===== src/rtl/core/btbe_pkg.sv =====
`timescale 1ns / 1ps
`default_nettype none
// ----------------------------------------------------------------------------
// Text buffer engine package
// Shared types, field widths, operation codes and sequencer states.
// ----------------------------------------------------------------------------
package btbe_pkg;

    localparam int DEPTH_DEF   = 32;
    localparam int PAT_MAX_DEF = 8;

    localparam int FUNC_W  = 3;
    localparam int CHAR_W  = 8;
    localparam int POS_W   = 6;
    localparam int INDEX_W = 5;
    localparam int COUNT_W = 6;
    localparam int LEN_W   = 6;

    typedef enum logic [FUNC_W-1:0] {
        FN_INIT    = 3'd0,
        FN_INSERT  = 3'd1,
        FN_DELETE  = 3'd2,
        FN_REPLACE = 3'd3,
        FN_FIND    = 3'd4,
        FN_COUNT   = 3'd5,
        FN_PATTERN = 3'd6
    } func_t;

    typedef enum logic [2:0] {
        ST_IDLE,
        ST_INS_SHIFT,
        ST_INS_WRITE,
        ST_DEL_SHIFT,
        ST_SCAN,
        ST_SUB_RD,
        ST_SUB_CMP
    } state_t;

    typedef struct packed {
        logic [FUNC_W-1:0] func;
        logic [CHAR_W-1:0] ch;
        logic [POS_W-1:0]  pos;
        logic [POS_W-1:0]  pos_end;
        logic              last;
    } req_t;

    typedef struct packed {
        logic               found;
        logic [INDEX_W-1:0] index;
        logic [COUNT_W-1:0] count;
        logic [LEN_W-1:0]   length;
        logic               status;
    } rsp_t;

endpackage

`default_nettype wire


===== src/rtl/core/btbe_ram.sv =====
`timescale 1ns / 1ps
`default_nettype none
// ----------------------------------------------------------------------------
// Generic RAM
// One write port and one read port, read data registered.
// ----------------------------------------------------------------------------
module btbe_ram #(
    parameter int WIDTH = 8,
    parameter int DEPTH = 32,
    parameter int AW    = (DEPTH > 1) ? $clog2(DEPTH) : 1
) (
    input  logic             clk,
    input  logic             we,
    input  logic [AW-1:0]    waddr,
    input  logic [WIDTH-1:0] wdata,
    input  logic [AW-1:0]    raddr,
    output logic [WIDTH-1:0] rdata
);

    logic [WIDTH-1:0] mem [DEPTH];

    always_ff @(posedge clk)
    begin
        if (we)
        begin
            mem[waddr] <= wdata;
        end
        rdata <= mem[raddr];
    end

endmodule

`default_nettype wire


===== src/rtl/core/bounded_text_buffer_engine_core.sv =====
`timescale 1ns / 1ps
`default_nettype none
// ----------------------------------------------------------------------------
// Bounded text buffer engine
// Byte string kept in a text RAM, with a pattern RAM for substring search.
// Init, replace, rejects, direct insert, no-move delete, empty find/count and pattern
// chars needing no search raise done in the cycle after start. Insert shifts the tail
// right, then writes; delete shifts left; find/count make one text RAM read per cycle.
// Substring reads, then compares. One request at a time; start taken when busy is low.
// Reset clears length and pattern count; RAM content beyond length is never used.
// ----------------------------------------------------------------------------
module bounded_text_buffer_engine_core #(
    parameter int DEPTH   = btbe_pkg::DEPTH_DEF,
    parameter int PAT_MAX = btbe_pkg::PAT_MAX_DEF
) (
    input  logic           clk,
    input  logic           rst_n,
    input  logic           start,
    input  btbe_pkg::req_t request,
    output logic           busy,
    output logic           done,
    output btbe_pkg::rsp_t result
);
    import btbe_pkg::*;

    localparam int AW  = $clog2(DEPTH);
    localparam int LW  = $clog2(DEPTH + 1);
    localparam int SW  = LW + 1;
    localparam int CW  = (LW > POS_W) ? LW : POS_W;
    localparam int PAW = (PAT_MAX > 1) ? $clog2(PAT_MAX) : 1;
    localparam int PW  = $clog2(PAT_MAX + 1);

    state_t              state_reg, state_next;
    logic [LW-1:0]       length_reg, length_next;
    logic [PW-1:0]       pat_len_reg, pat_len_next;
    logic [FUNC_W-1:0]   op_reg, op_next;
    logic [CHAR_W-1:0]   ch_reg, ch_next;
    logic [AW-1:0]       pos_reg, pos_next;
    logic [LW-1:0]       gap_reg, gap_next;
    logic [AW-1:0]       wr_ptr_reg, wr_ptr_next;
    logic [LW-1:0]       rd_ptr_reg, rd_ptr_next;
    logic [LW-1:0]       cnt_reg, cnt_next;
    logic [AW-1:0]       i_reg, i_next;
    logic [PAW-1:0]      j_reg, j_next;
    logic [PW-1:0]       plen_reg, plen_next;
    logic                done_reg, done_next;
    rsp_t                result_reg, result_next;

    logic                t_we;
    logic [AW-1:0]       t_waddr, t_raddr;
    logic [CHAR_W-1:0]   t_wdata, t_rdata;
    logic                p_we;
    logic [PAW-1:0]      p_waddr, p_raddr;
    logic [CHAR_W-1:0]   p_wdata, p_rdata;

    logic                acc;
    logic [CW-1:0]       pos_c, pend_c, len_c;
    logic                ins_bad, ins_direct, del_bad, del_nomove, rep_bad;
    logic                len_zero, pat_full, sub_nostart;
    logic                ins_step_end, del_end, scan_hit, scan_end;
    logic                sub_eq, sub_last_j, sub_last_i;
    logic [LW-1:0]       cnt_sum;

    logic                fin;
    logic                r_found, r_status;
    logic [LW-1:0]       r_index, r_count;

    btbe_ram #(
        .WIDTH (CHAR_W),
        .DEPTH (DEPTH),
        .AW    (AW)
    ) u_text_ram (
        .clk   (clk),
        .we    (t_we),
        .waddr (t_waddr),
        .wdata (t_wdata),
        .raddr (t_raddr),
        .rdata (t_rdata)
    );

    btbe_ram #(
        .WIDTH (CHAR_W),
        .DEPTH (PAT_MAX),
        .AW    (PAW)
    ) u_pat_ram (
        .clk   (clk),
        .we    (p_we),
        .waddr (p_waddr),
        .wdata (p_wdata),
        .raddr (p_raddr),
        .rdata (p_rdata)
    );

    assign acc    = start && (state_reg == ST_IDLE);
    assign busy   = (state_reg != ST_IDLE);
    assign done   = done_reg;
    assign result = result_reg;

    assign pos_c  = CW'(request.pos);
    assign pend_c = CW'(request.pos_end);
    assign len_c  = CW'(length_reg);

    assign ins_bad     = (pos_c > len_c) || (length_reg == LW'(DEPTH));
    assign ins_direct  = (pos_c == len_c);
    assign del_bad     = (pos_c > pend_c) || (pend_c > len_c);
    assign del_nomove  = (pos_c == pend_c) || (pend_c == len_c);
    assign rep_bad     = (pos_c >= len_c);
    assign len_zero    = (length_reg == '0);
    assign pat_full    = (pat_len_reg >= PW'(PAT_MAX));
    assign sub_nostart = (SW'(pat_len_reg) + SW'(1)) > SW'(length_reg);

    assign ins_step_end = (wr_ptr_reg == pos_reg + AW'(1));
    assign del_end      = (rd_ptr_reg == length_reg);
    assign scan_hit     = (t_rdata == ch_reg);
    assign scan_end     = (SW'(rd_ptr_reg) + SW'(1)) == SW'(length_reg);
    assign cnt_sum      = cnt_reg + LW'(scan_hit);
    assign sub_eq       = (t_rdata == p_rdata);
    assign sub_last_j   = (SW'(j_reg) + SW'(1)) == SW'(plen_reg);
    assign sub_last_i   = (SW'(i_reg) + SW'(plen_reg)) == SW'(length_reg);

    // next state
    always_comb
    begin
        state_next = state_reg;
        unique case (state_reg)
            ST_IDLE:
            begin
                if (acc)
                begin
                    unique case (request.func)
                        FN_INSERT:
                        begin
                            if (!ins_bad && !ins_direct)
                            begin
                                state_next = ST_INS_SHIFT;
                            end
                        end
                        FN_DELETE:
                        begin
                            if (!del_bad && !del_nomove)
                            begin
                                state_next = ST_DEL_SHIFT;
                            end
                        end
                        FN_FIND, FN_COUNT:
                        begin
                            if (!len_zero)
                            begin
                                state_next = ST_SCAN;
                            end
                        end
                        FN_PATTERN:
                        begin
                            if (!pat_full && request.last && !sub_nostart)
                            begin
                                state_next = ST_SUB_RD;
                            end
                        end
                        default:
                        begin
                            state_next = ST_IDLE;
                        end
                    endcase
                end
            end
            ST_INS_SHIFT:
            begin
                if (ins_step_end)
                begin
                    state_next = ST_INS_WRITE;
                end
            end
            ST_INS_WRITE:
            begin
                state_next = ST_IDLE;
            end
            ST_DEL_SHIFT:
            begin
                if (del_end)
                begin
                    state_next = ST_IDLE;
                end
            end
            ST_SCAN:
            begin
                if (scan_end || ((op_reg == FN_FIND) && scan_hit))
                begin
                    state_next = ST_IDLE;
                end
            end
            ST_SUB_RD:
            begin
                state_next = ST_SUB_CMP;
            end
            ST_SUB_CMP:
            begin
                if ((sub_eq && sub_last_j) || (!sub_eq && sub_last_i))
                begin
                    state_next = ST_IDLE;
                end
                else
                begin
                    state_next = ST_SUB_RD;
                end
            end
            default:
            begin
                state_next = ST_IDLE;
            end
        endcase
    end

    // datapath, memory ports and result
    always_comb
    begin
        t_we         = 1'b0;
        t_waddr      = '0;
        t_wdata      = '0;
        t_raddr      = '0;
        p_we         = 1'b0;
        p_waddr      = '0;
        p_wdata      = '0;
        p_raddr      = j_reg;
        length_next  = length_reg;
        pat_len_next = pat_len_reg;
        op_next      = op_reg;
        ch_next      = ch_reg;
        pos_next     = pos_reg;
        gap_next     = gap_reg;
        wr_ptr_next  = wr_ptr_reg;
        rd_ptr_next  = rd_ptr_reg;
        cnt_next     = cnt_reg;
        i_next       = i_reg;
        j_next       = j_reg;
        plen_next    = plen_reg;
        fin          = 1'b0;
        r_found      = 1'b0;
        r_status     = 1'b0;
        r_index      = '0;
        r_count      = '0;

        unique case (state_reg)
            ST_IDLE:
            begin
                if (acc)
                begin
                    op_next = request.func;
                    ch_next = request.ch;
                    unique case (request.func)
                        FN_INIT:
                        begin
                            t_we         = 1'b1;
                            t_waddr      = '0;
                            t_wdata      = request.ch;
                            length_next  = LW'(1);
                            pat_len_next = '0;
                            fin          = 1'b1;
                        end
                        FN_INSERT:
                        begin
                            if (ins_bad)
                            begin
                                r_status = 1'b1;
                                fin      = 1'b1;
                            end
                            else if (ins_direct)
                            begin
                                t_we        = 1'b1;
                                t_waddr     = AW'(request.pos);
                                t_wdata     = request.ch;
                                length_next = length_reg + LW'(1);
                                fin         = 1'b1;
                            end
                            else
                            begin
                                // walk the tail right, last char first
                                t_raddr     = AW'(length_reg - LW'(1));
                                wr_ptr_next = AW'(length_reg);
                                pos_next    = AW'(request.pos);
                            end
                        end
                        FN_DELETE:
                        begin
                            if (del_bad)
                            begin
                                r_status = 1'b1;
                                fin      = 1'b1;
                            end
                            else if (del_nomove)
                            begin
                                length_next = LW'(len_c - (pend_c - pos_c));
                                fin         = 1'b1;
                            end
                            else
                            begin
                                t_raddr     = AW'(request.pos_end);
                                rd_ptr_next = LW'(pend_c + CW'(1));
                                wr_ptr_next = AW'(request.pos);
                                gap_next    = LW'(pend_c - pos_c);
                            end
                        end
                        FN_REPLACE:
                        begin
                            if (rep_bad)
                            begin
                                r_status = 1'b1;
                            end
                            else
                            begin
                                t_we    = 1'b1;
                                t_waddr = AW'(request.pos);
                                t_wdata = request.ch;
                            end
                            fin = 1'b1;
                        end
                        FN_FIND, FN_COUNT:
                        begin
                            if (len_zero)
                            begin
                                fin = 1'b1;
                            end
                            t_raddr     = '0;
                            rd_ptr_next = '0;
                            cnt_next    = '0;
                        end
                        FN_PATTERN:
                        begin
                            if (pat_full)
                            begin
                                // drop the char
                                r_status = 1'b1;
                                if (request.last)
                                begin
                                    pat_len_next = '0;
                                end
                                fin = 1'b1;
                            end
                            else
                            begin
                                p_we    = 1'b1;
                                p_waddr = pat_len_reg[PAW-1:0];
                                p_wdata = request.ch;
                                if (!request.last)
                                begin
                                    pat_len_next = pat_len_reg + PW'(1);
                                    fin          = 1'b1;
                                end
                                else
                                begin
                                    pat_len_next = '0;
                                    plen_next    = pat_len_reg + PW'(1);
                                    i_next       = '0;
                                    j_next       = '0;
                                    if (sub_nostart)
                                    begin
                                        fin = 1'b1;
                                    end
                                end
                            end
                        end
                        default:
                        begin
                            r_status = 1'b1;
                            fin      = 1'b1;
                        end
                    endcase
                end
            end
            ST_INS_SHIFT:
            begin
                t_we        = 1'b1;
                t_waddr     = wr_ptr_reg;
                t_wdata     = t_rdata;
                t_raddr     = wr_ptr_reg - AW'(2);
                wr_ptr_next = wr_ptr_reg - AW'(1);
            end
            ST_INS_WRITE:
            begin
                t_we        = 1'b1;
                t_waddr     = pos_reg;
                t_wdata     = ch_reg;
                length_next = length_reg + LW'(1);
                fin         = 1'b1;
            end
            ST_DEL_SHIFT:
            begin
                t_we    = 1'b1;
                t_waddr = wr_ptr_reg;
                t_wdata = t_rdata;
                t_raddr = rd_ptr_reg[AW-1:0];
                if (del_end)
                begin
                    length_next = length_reg - gap_reg;
                    fin         = 1'b1;
                end
                else
                begin
                    rd_ptr_next = rd_ptr_reg + LW'(1);
                    wr_ptr_next = wr_ptr_reg + AW'(1);
                end
            end
            ST_SCAN:
            begin
                // rd_ptr holds the address of the char on t_rdata
                t_raddr     = AW'(rd_ptr_reg + LW'(1));
                rd_ptr_next = rd_ptr_reg + LW'(1);
                cnt_next    = cnt_sum;
                if ((op_reg == FN_FIND) && scan_hit)
                begin
                    r_found = 1'b1;
                    r_index = rd_ptr_reg;
                    fin     = 1'b1;
                end
                else if (scan_end)
                begin
                    if (op_reg == FN_COUNT)
                    begin
                        r_count = cnt_sum;
                    end
                    fin = 1'b1;
                end
            end
            ST_SUB_RD:
            begin
                t_raddr = AW'(LW'(i_reg) + LW'(j_reg));
                p_raddr = j_reg;
            end
            ST_SUB_CMP:
            begin
                if (sub_eq)
                begin
                    if (sub_last_j)
                    begin
                        r_found = 1'b1;
                        r_index = LW'(i_reg);
                        fin     = 1'b1;
                    end
                    else
                    begin
                        j_next = j_reg + PAW'(1);
                    end
                end
                else if (sub_last_i)
                begin
                    fin = 1'b1;
                end
                else
                begin
                    // advance the start, restart the pattern
                    i_next = i_reg + AW'(1);
                    j_next = '0;
                end
            end
            default:
            begin
                fin = 1'b0;
            end
        endcase

        done_next          = fin;
        result_next        = result_reg;
        if (fin)
        begin
            result_next.found  = r_found;
            result_next.index  = INDEX_W'(r_index);
            result_next.count  = COUNT_W'(r_count);
            result_next.length = LEN_W'(length_next);
            result_next.status = r_status;
        end
    end

    always_ff @(posedge clk or negedge rst_n)
    begin
        if (!rst_n)
        begin
            state_reg   <= ST_IDLE;
            length_reg  <= '0;
            pat_len_reg <= '0;
            done_reg    <= 1'b0;
            result_reg  <= '0;
        end
        else
        begin
            state_reg   <= state_next;
            length_reg  <= length_next;
            pat_len_reg <= pat_len_next;
            done_reg    <= done_next;
            result_reg  <= result_next;
        end
    end

    always_ff @(posedge clk)
    begin
        op_reg     <= op_next;
        ch_reg     <= ch_next;
        pos_reg    <= pos_next;
        gap_reg    <= gap_next;
        wr_ptr_reg <= wr_ptr_next;
        rd_ptr_reg <= rd_ptr_next;
        cnt_reg    <= cnt_next;
        i_reg      <= i_next;
        j_reg      <= j_next;
        plen_reg   <= plen_next;
    end

endmodule

`default_nettype wire

===== config.mk =====
export PLATFORM = sky130hd
export DESIGN_NAME = bounded_text_buffer_engine_core
export DESIGN_NICKNAME = d
export VERILOG_FILES = /design/src/rtl/core/btbe_pkg.sv /design/src/rtl/core/btbe_ram.sv /design/src/rtl/core/bounded_text_buffer_engine_core.sv
export SDC_FILE = /design/constraint.sdc
export NUM_CORES = 1
export LEC_CHECK = 0
export ABC_AREA = 1
export BUFFER_PORTS_ARGS = -buffer_cell sky130_fd_sc_hd__buf_2
export CAP_MARGIN = 5
export CELL_PAD_IN_SITES_DETAIL_PLACEMENT = 1
export CELL_PAD_IN_SITES_GLOBAL_PLACEMENT = 1
export CORE_MARGIN = 3
export CORE_UTILIZATION = 45
export DETAILED_ROUTE_END_ITERATION = 16
export HOLD_SLACK_MARGIN = 0.06
export PLACE_DENSITY_LB_ADDON = 0.08
export SLEW_MARGIN = 20
export SYNTH_ARGS = -nofsm -noshare
export SYNTH_HDL_FRONTEND = slang
export SYNTH_SLANG_ARGS = --single-unit
export TNS_END_PERCENT = 50

===== constraint.sdc =====
create_clock -name clk -period 4.77 [get_ports clk]
set_input_delay 0.477 -clock clk [delete_from_list [all_inputs] [get_ports clk]]
set_output_delay 0.477 -clock clk [all_outputs]
set_load 0.02 [all_outputs]

After elaboration in Yosys (flattened, before gate mapping) --
Memories as Yosys holds them, arrays and structs flattened. A register that Yosys moved wholly into a read port is not among the register bits. Cells that the tools add are included.
Cells by class: bitwise logic cells 5, reduce and logical (&&, ||, !) cells 44, $add $sub $neg 20, order comparisons 6, muxes and demuxes 130, equal/unequal tests 49
Operator list (count):
- $mux W5 | 24
- $mux W6 | 16
- $mux W8 | 8
- $mux W3 | 20
- $pmux W6 S3 | 3
- $pmux W5 S2 | 5
- $pmux W8 S3 | 2
- $mux W1 | 34
- $ne A3 B3 Y1 const B | 11
- $eq A6 B6 Y1 | 5
- $pmux W5 S3 | 2
- $pmux W5 S5 | 1
- $eq A3 B3 Y1 const B | 8
- $pmux W6 S2 | 2
- $add A6 B1 Y6 const B | 3
- $gt A6 B6 Y1 | 3
- $ne A2 B2 Y1 const B | 9
- $pmux W3 S6 | 1
- $sub A6 B6 Y6 | 3
- $eq A8 B8 Y1 | 2
- $reduce_and A8 Y1 | 2
- $add A5 B1 Y5 const B | 3
- $reduce_and A5 Y1 | 3
- $reduce_and A7 Y1 | 2
- other kinds (43) | 82
Storage, ports and cells: register bits 84, logic and storage cells 275, bits of input ports 27, memories 2, output and inout bits 21, memory bits (writable) 320
Memory list:
- u_text_ram.mem | words 32, bits a word 8, rd ports 1, clocked after memory_dff 1, wr ports 1, RTL line btbe_ram.sv:20 | logic [WIDTH-1:0] mem [DEPTH];
- u_pat_ram.mem | words 8, bits a word 8, rd ports 1, clocked after memory_dff 1, wr ports 1, RTL line btbe_ram.sv:20

Depth between registers and ports, before layout --
depth after elaboration 8, gate-level depth with buffers 24, gate-level depth less buffers 23

Hierarchy --
From an unflattened synthesis, not the netlist that was laid out.
Second synthesis, totals: cells, all modules 2182, area, all modules 21175.3 µm²
Modules (own cells, without submodules):
- btbe_ram at u_text_ram | seq. area each 7847.5 µm², cells each 922, times used 1, area an instance 10786.6 µm²
- bounded_text_buffer_engine_core | seq. area each 2357.3 µm², cells each 957, times used 1, area an instance 7338.3 µm²
- btbe_ram at u_pat_ram | seq. area each 2082.0 µm², cells each 303, times used 1, area an instance 3050.4 µm²

Worst setup path after synthesis --
OpenSTA, ideal clock, no wires.
path type register to register, from reg length_reg[1], in the netlist len_c[1], to mem u_text_ram.mem[0][0], data pin, setup time 0.454 ns, data required time 4.316 ns, path buffers 1, cell stages (with the launch flop) 13, setup slack 0.810 ns, data arrival time 3.506 ns, period minus slack after synthesis 3.960 ns, path through dfrtp_1 -> buf_2 -> clkinv_1 -> ha_1 -> inv_1 -> nor2_1 -> o21ai_0 -> nand2_1 -> nor2_2 -> inv_1 -> o22ai_1 -> o21ai_1 -> o21ai_0
On the way: cells in the longest elaborated chain, start to end 6, elaborated cells on any way between the ends 11, classes of those cells order compare: 2; eq/ne: 2; mux: 6; reduce/logical: 1
RTL lines:
- start, declared | RTL line bounded_text_buffer_engine_core.sv:34 | logic [LW-1:0] length_reg, length_next;
- start signal, assigned | RTL line bounded_text_buffer_engine_core.sv:485 | length_reg <= length_next;
- $gt A6 B6 Y1, or another cell as far along | RTL line bounded_text_buffer_engine_core.sv:103 | assign ins_bad = (pos_c > len_c) || (length_reg == LW'(DEPTH));
- $logic_or A1 B1 Y1 / $mux W8 (equally long branches) | RTL line bounded_text_buffer_engine_core.sv:103, bounded_text_buffer_engine_core.sv:266
- $mux W8 | RTL line bounded_text_buffer_engine_core.sv:261 | if (ins_bad)
- $pmux W8 S3 (*) | RTL line bounded_text_buffer_engine_core.sv:249 | unique case (request.func)
- $mux W8 (*) | RTL line bounded_text_buffer_engine_core.sv:245 | if (acc)
- $pmux W8 S3 (*) | RTL line bounded_text_buffer_engine_core.sv:242 | unique case (state_reg)
- net t_wdata[0] | RTL line bounded_text_buffer_engine_core.sv:51 | logic [CHAR_W-1:0] t_wdata, t_rdata;
- end, declared | RTL line btbe_ram.sv:20
The timed path passes the listed nets; every way through them passes the cells marked *.

Worst setup path after layout --
from reg length_reg[5], in the netlist len_c[5], to mem u_text_ram.mem[14][2], enable pin
On the way: cells in the longest elaborated chain, start to end 8, elaborated cells on any way between the ends 19, classes of those cells order compare: 2; eq/ne: 2; mux: 14; reduce/logical: 1
RTL lines:
- $gt A6 B6 Y1, or another cell as far along | RTL line bounded_text_buffer_engine_core.sv:103
- $logic_or A1 B1 Y1 / $mux W1 (equally long branches) | RTL line bounded_text_buffer_engine_core.sv:103, bounded_text_buffer_engine_core.sv:266
- $mux W1 | RTL line bounded_text_buffer_engine_core.sv:261
- $pmux W1 S3 | RTL line bounded_text_buffer_engine_core.sv:249
- $mux W1 | RTL line bounded_text_buffer_engine_core.sv:245
- $pmux W1 S2 | RTL line bounded_text_buffer_engine_core.sv:242
- $mux W1 | RTL line btbe_ram.sv:24 | if (we)
- $mux W1 (implied by the code) | RTL line btbe_ram.sv:26 | mem[waddr] <= wdata;
Several ways; a longest one is shown, not always the timed one.

==> metrics.txt <==
outcome completed; clock latency on the worst-skew pair 0.60 ns; H-tree depth 2; Post-DP HPWL 44.0 mm; Leakage 10.0 nW; crit share post-route 88.9%; average size of a mapped cell 9.68 um2; CTS tree yes; Min-Delay Path Class primary input to flip-flop; P&R area growth vs syn 11.8%; flip-flop count of the largest register after layout 256; fillers 5267; cell area after synthesis 21400 um2; Iteration-0 DRC Markers 1243; row count 79; Pwr Density 648 nW/um2; crit-path max cell delay 0.73 ns; flip-flop and latch area 12300 um2; RSZ-0062 raised after global routing no; vias in the first global route 16900; Post-route DRC 0; placeable core area 46800 um2; Core Util, Final 51.0%; ANT nets after route 0; post-DR vias/cell 5.54; most used flip-flop cell after synthesis edfxtp_1; initial antenna violation count 0; clock slew at reported path FFs 0.06 ns; chip width 224 um; slowest CP cell nor2_1; post_cts resized 0; Async S/R FF share, synth 7.86%; clock sink count 420; Seq/Total Area, Yosys 57.5%; Worst IR Drop VDD 0.318 mV; syn_nets 2294; CTS Buf Count 46; share of cells above drive strength 1 9.66%; CP arrival 4.45 ns; Max-slew headroom 34.4%; Setup Fix Bufs, Post-CTS 0; Final WS setup 0.527 ns; library cells used by synthesis 55; Hold-fix buffers, CTS 6; Max-cap violations 0; Final Skew 0.0318 ns; max-slew violation count 0; number of inserted diodes 0; Vias 16100; startpoint types flip-flop; largest net degree at the start of global routing 129; first-pass GRT wire length 99.9 mm; Root Driver clkbuf_16; Max clock buf depth 3; Achievable Freq 0.236 GHz; setup_tns 0 ns; Cell Chain, Critical Path clkinv_1 -> ha_1 -> nand2_1 -> nor2_1 -> nand3_1 -> inv_1 -> nand2_1 -> o22ai_1 -> nand3_1 -> nand2_1 -> nand2_1 -> nor2_1; Worst setup EP type flip-flop; Initial Util 45.7%; die area 50100 um2; placed cells 2815; Worst Tran Pin Value 0.983 ns; gr usage total 25.9%; worst slack, placed 0.644 ns; Routed Wire Length 64.6 mm; Final Setup Violations 0; die outline height 224 um; Tmin final 4.24 ns; Cells after Synth 2205; most frequent CP cell nand2_1; #FFs+latches synth 420; Avg WL per Cell 22.2 um; area of the multi-input gates 7420 um2; grt ovf 0; I/O Buffers 47; CP max FO 8; drt pass-1 iters 5; fin cells 2906; I/O Pins 48; Final Hold Viols 0; number of flops mapped to enable cells by yosys 371; CP Class flip-flop to flip-flop; Critical Path RT 4.97 ns; GP Congestion 0.915; Syn. warnings 0; nets 2351
==> metrics by stage <==
step | hold WS [ns] | instance area [um2] | power (mW)
6_report | 0.0972 | 23900 | 15.5
5_1_grt | 0.0672 | 23900 | 16.5
4_1_cts | 0.0606 | 23900 | 15.6
3_5_place_dp | 0.513 | 22300 | 12.1
3_3_place_gp | 0.511 | 22300 | 11.9
2_1_floorplan | 0.181 | 21400 | 9.65
==> final cells by class <==
type	instances	area share (%)
Timing Repair Buffer	104	3.10
Clock inverter	29	0.986
Tap cell	607	3.18
Multi-Input combinational cell	1370	31.1
Clock buffer	56	5.11
Inverter	320	5.05
Sequential cell	420	51.5
==> critical path: cells and delay by family (launching register included) <==
kind            cells  cell delay [ns]
compound gates      1             0.53
fa+ha+maj           1             0.34
buf+inv             2             0.38
flops               1             0.60
simple gates        8             2.01
==> layout by cell type (no fill, tap or decap), types with 7 or more instances in the layout <==
master       n
nand2_2      8
clkbuf_1     7
clkbuf_16   46
nand3b_1    58
nand2_1    367
xnor2_1     25
dfrtp_1     33
nand4_1     15
dfxtp_1     16
a31oi_1     17
o21ai_1     15
nand3_1    339
o211ai_1    10
o21ai_2      9
buf_2       47
inv_1      308
o21ai_0     75
nor2_1     185
ha_1        56
a22oi_1     15
xor2_1      39
nor3_1       9
buf_4       46
edfxtp_1   371
clkinv_1     8
clkinv_2    13
o22ai_1     31
inv_2        9
a21oi_1     41
nor2_2       7
==> path summary, 6_finish.rpt <==
kind	from	end	slack [ns]	depth (start not counted)
hold / removal	request[19]	ch_reg[6]	0.1	1
setup / recovery	len_c[5]	u_text_ram.mem[14][2]	0.53	12
hold reg to reg	result[2]	result[2]	0.53	2
max in group asynchronous	rst_n	result[18]	3.71	2
setup reg to reg	len_c[5]	u_text_ram.mem[14][2]	0.53	12
min in group asynchronous	rst_n	state_reg[2]	0.52	2
==> synth_stat cells (2+ instances only) <==
cell / n / area share, %
a211oi_1: 6 / 0.21
a21o_1: 2 / 0.070
a21oi_1: 41 / 0.96
a22oi_1: 15 / 0.53
a31oi_1: 17 / 0.50
a41oi_1: 2 / 0.082
buf_2: 58 / 1.4
buf_4: 8 / 0.28
buf_6: 7 / 0.37
clkbuf_1: 20 / 0.35
clkinv_1: 2 / 0.035
dfrtp_1: 33 / 3.9
dfxtp_1: 16 / 1.5
edfxtp_1: 371 / 52
fa_1: 6 / 0.56
ha_1: 56 / 3.3
inv_1: 308 / 5.4
inv_2: 9 / 0.16
nand2_1: 369 / 6.5
nand2_2: 8 / 0.23
nand3_1: 339 / 7.9
nand3_2: 2 / 0.094
nand3b_1: 58 / 2.0
nand4_1: 15 / 0.44
nor2_1: 185 / 3.3
nor2_2: 7 / 0.21
nor2_4: 2 / 0.11
nor3_1: 10 / 0.23
nor3b_1: 2 / 0.070
nor4_1: 2 / 0.059
o211ai_1: 10 / 0.35
o21ai_0: 83 / 1.9
o21ai_1: 16 / 0.38
o22ai_1: 31 / 0.91
or2_0: 2 / 0.059
or2_2: 6 / 0.18
xnor2_1: 25 / 1.0
xor2_1: 39 / 1.6
==> cells by family (layout without fill, tap and decap cells) <==
logic type / after synthesis / after routing / synth area share [%]
compound gates: 233 / 233 / 6.38
xor+xnor: 64 / 64 / 2.63
fa+ha+maj: 62 / 62 / 3.84
buf+inv: 415 / 509 / 8.05
flops: 420 / 420 / 57.5
simple gates: 1011 / 1011 / 21.5
==> per-layer routing <==
metal,vias up,global-route usage (%),share of wire [%]
met5,-,0,0
met4,0,7.08,2.6
met3,95,3.20,3.6
met2,311,45.5,50
met1,8120,34.1,44
li1,7581,-,-
==> power by group <==
part / internal [mW] / switching (mW) / total (mW)
logic: 2.00 / 4.87 / 6.86
clock network: 1.94 / 1.52 / 3.46
registers: 4.80 / 0.345 / 5.14
(Power assumes the default switching activity.)
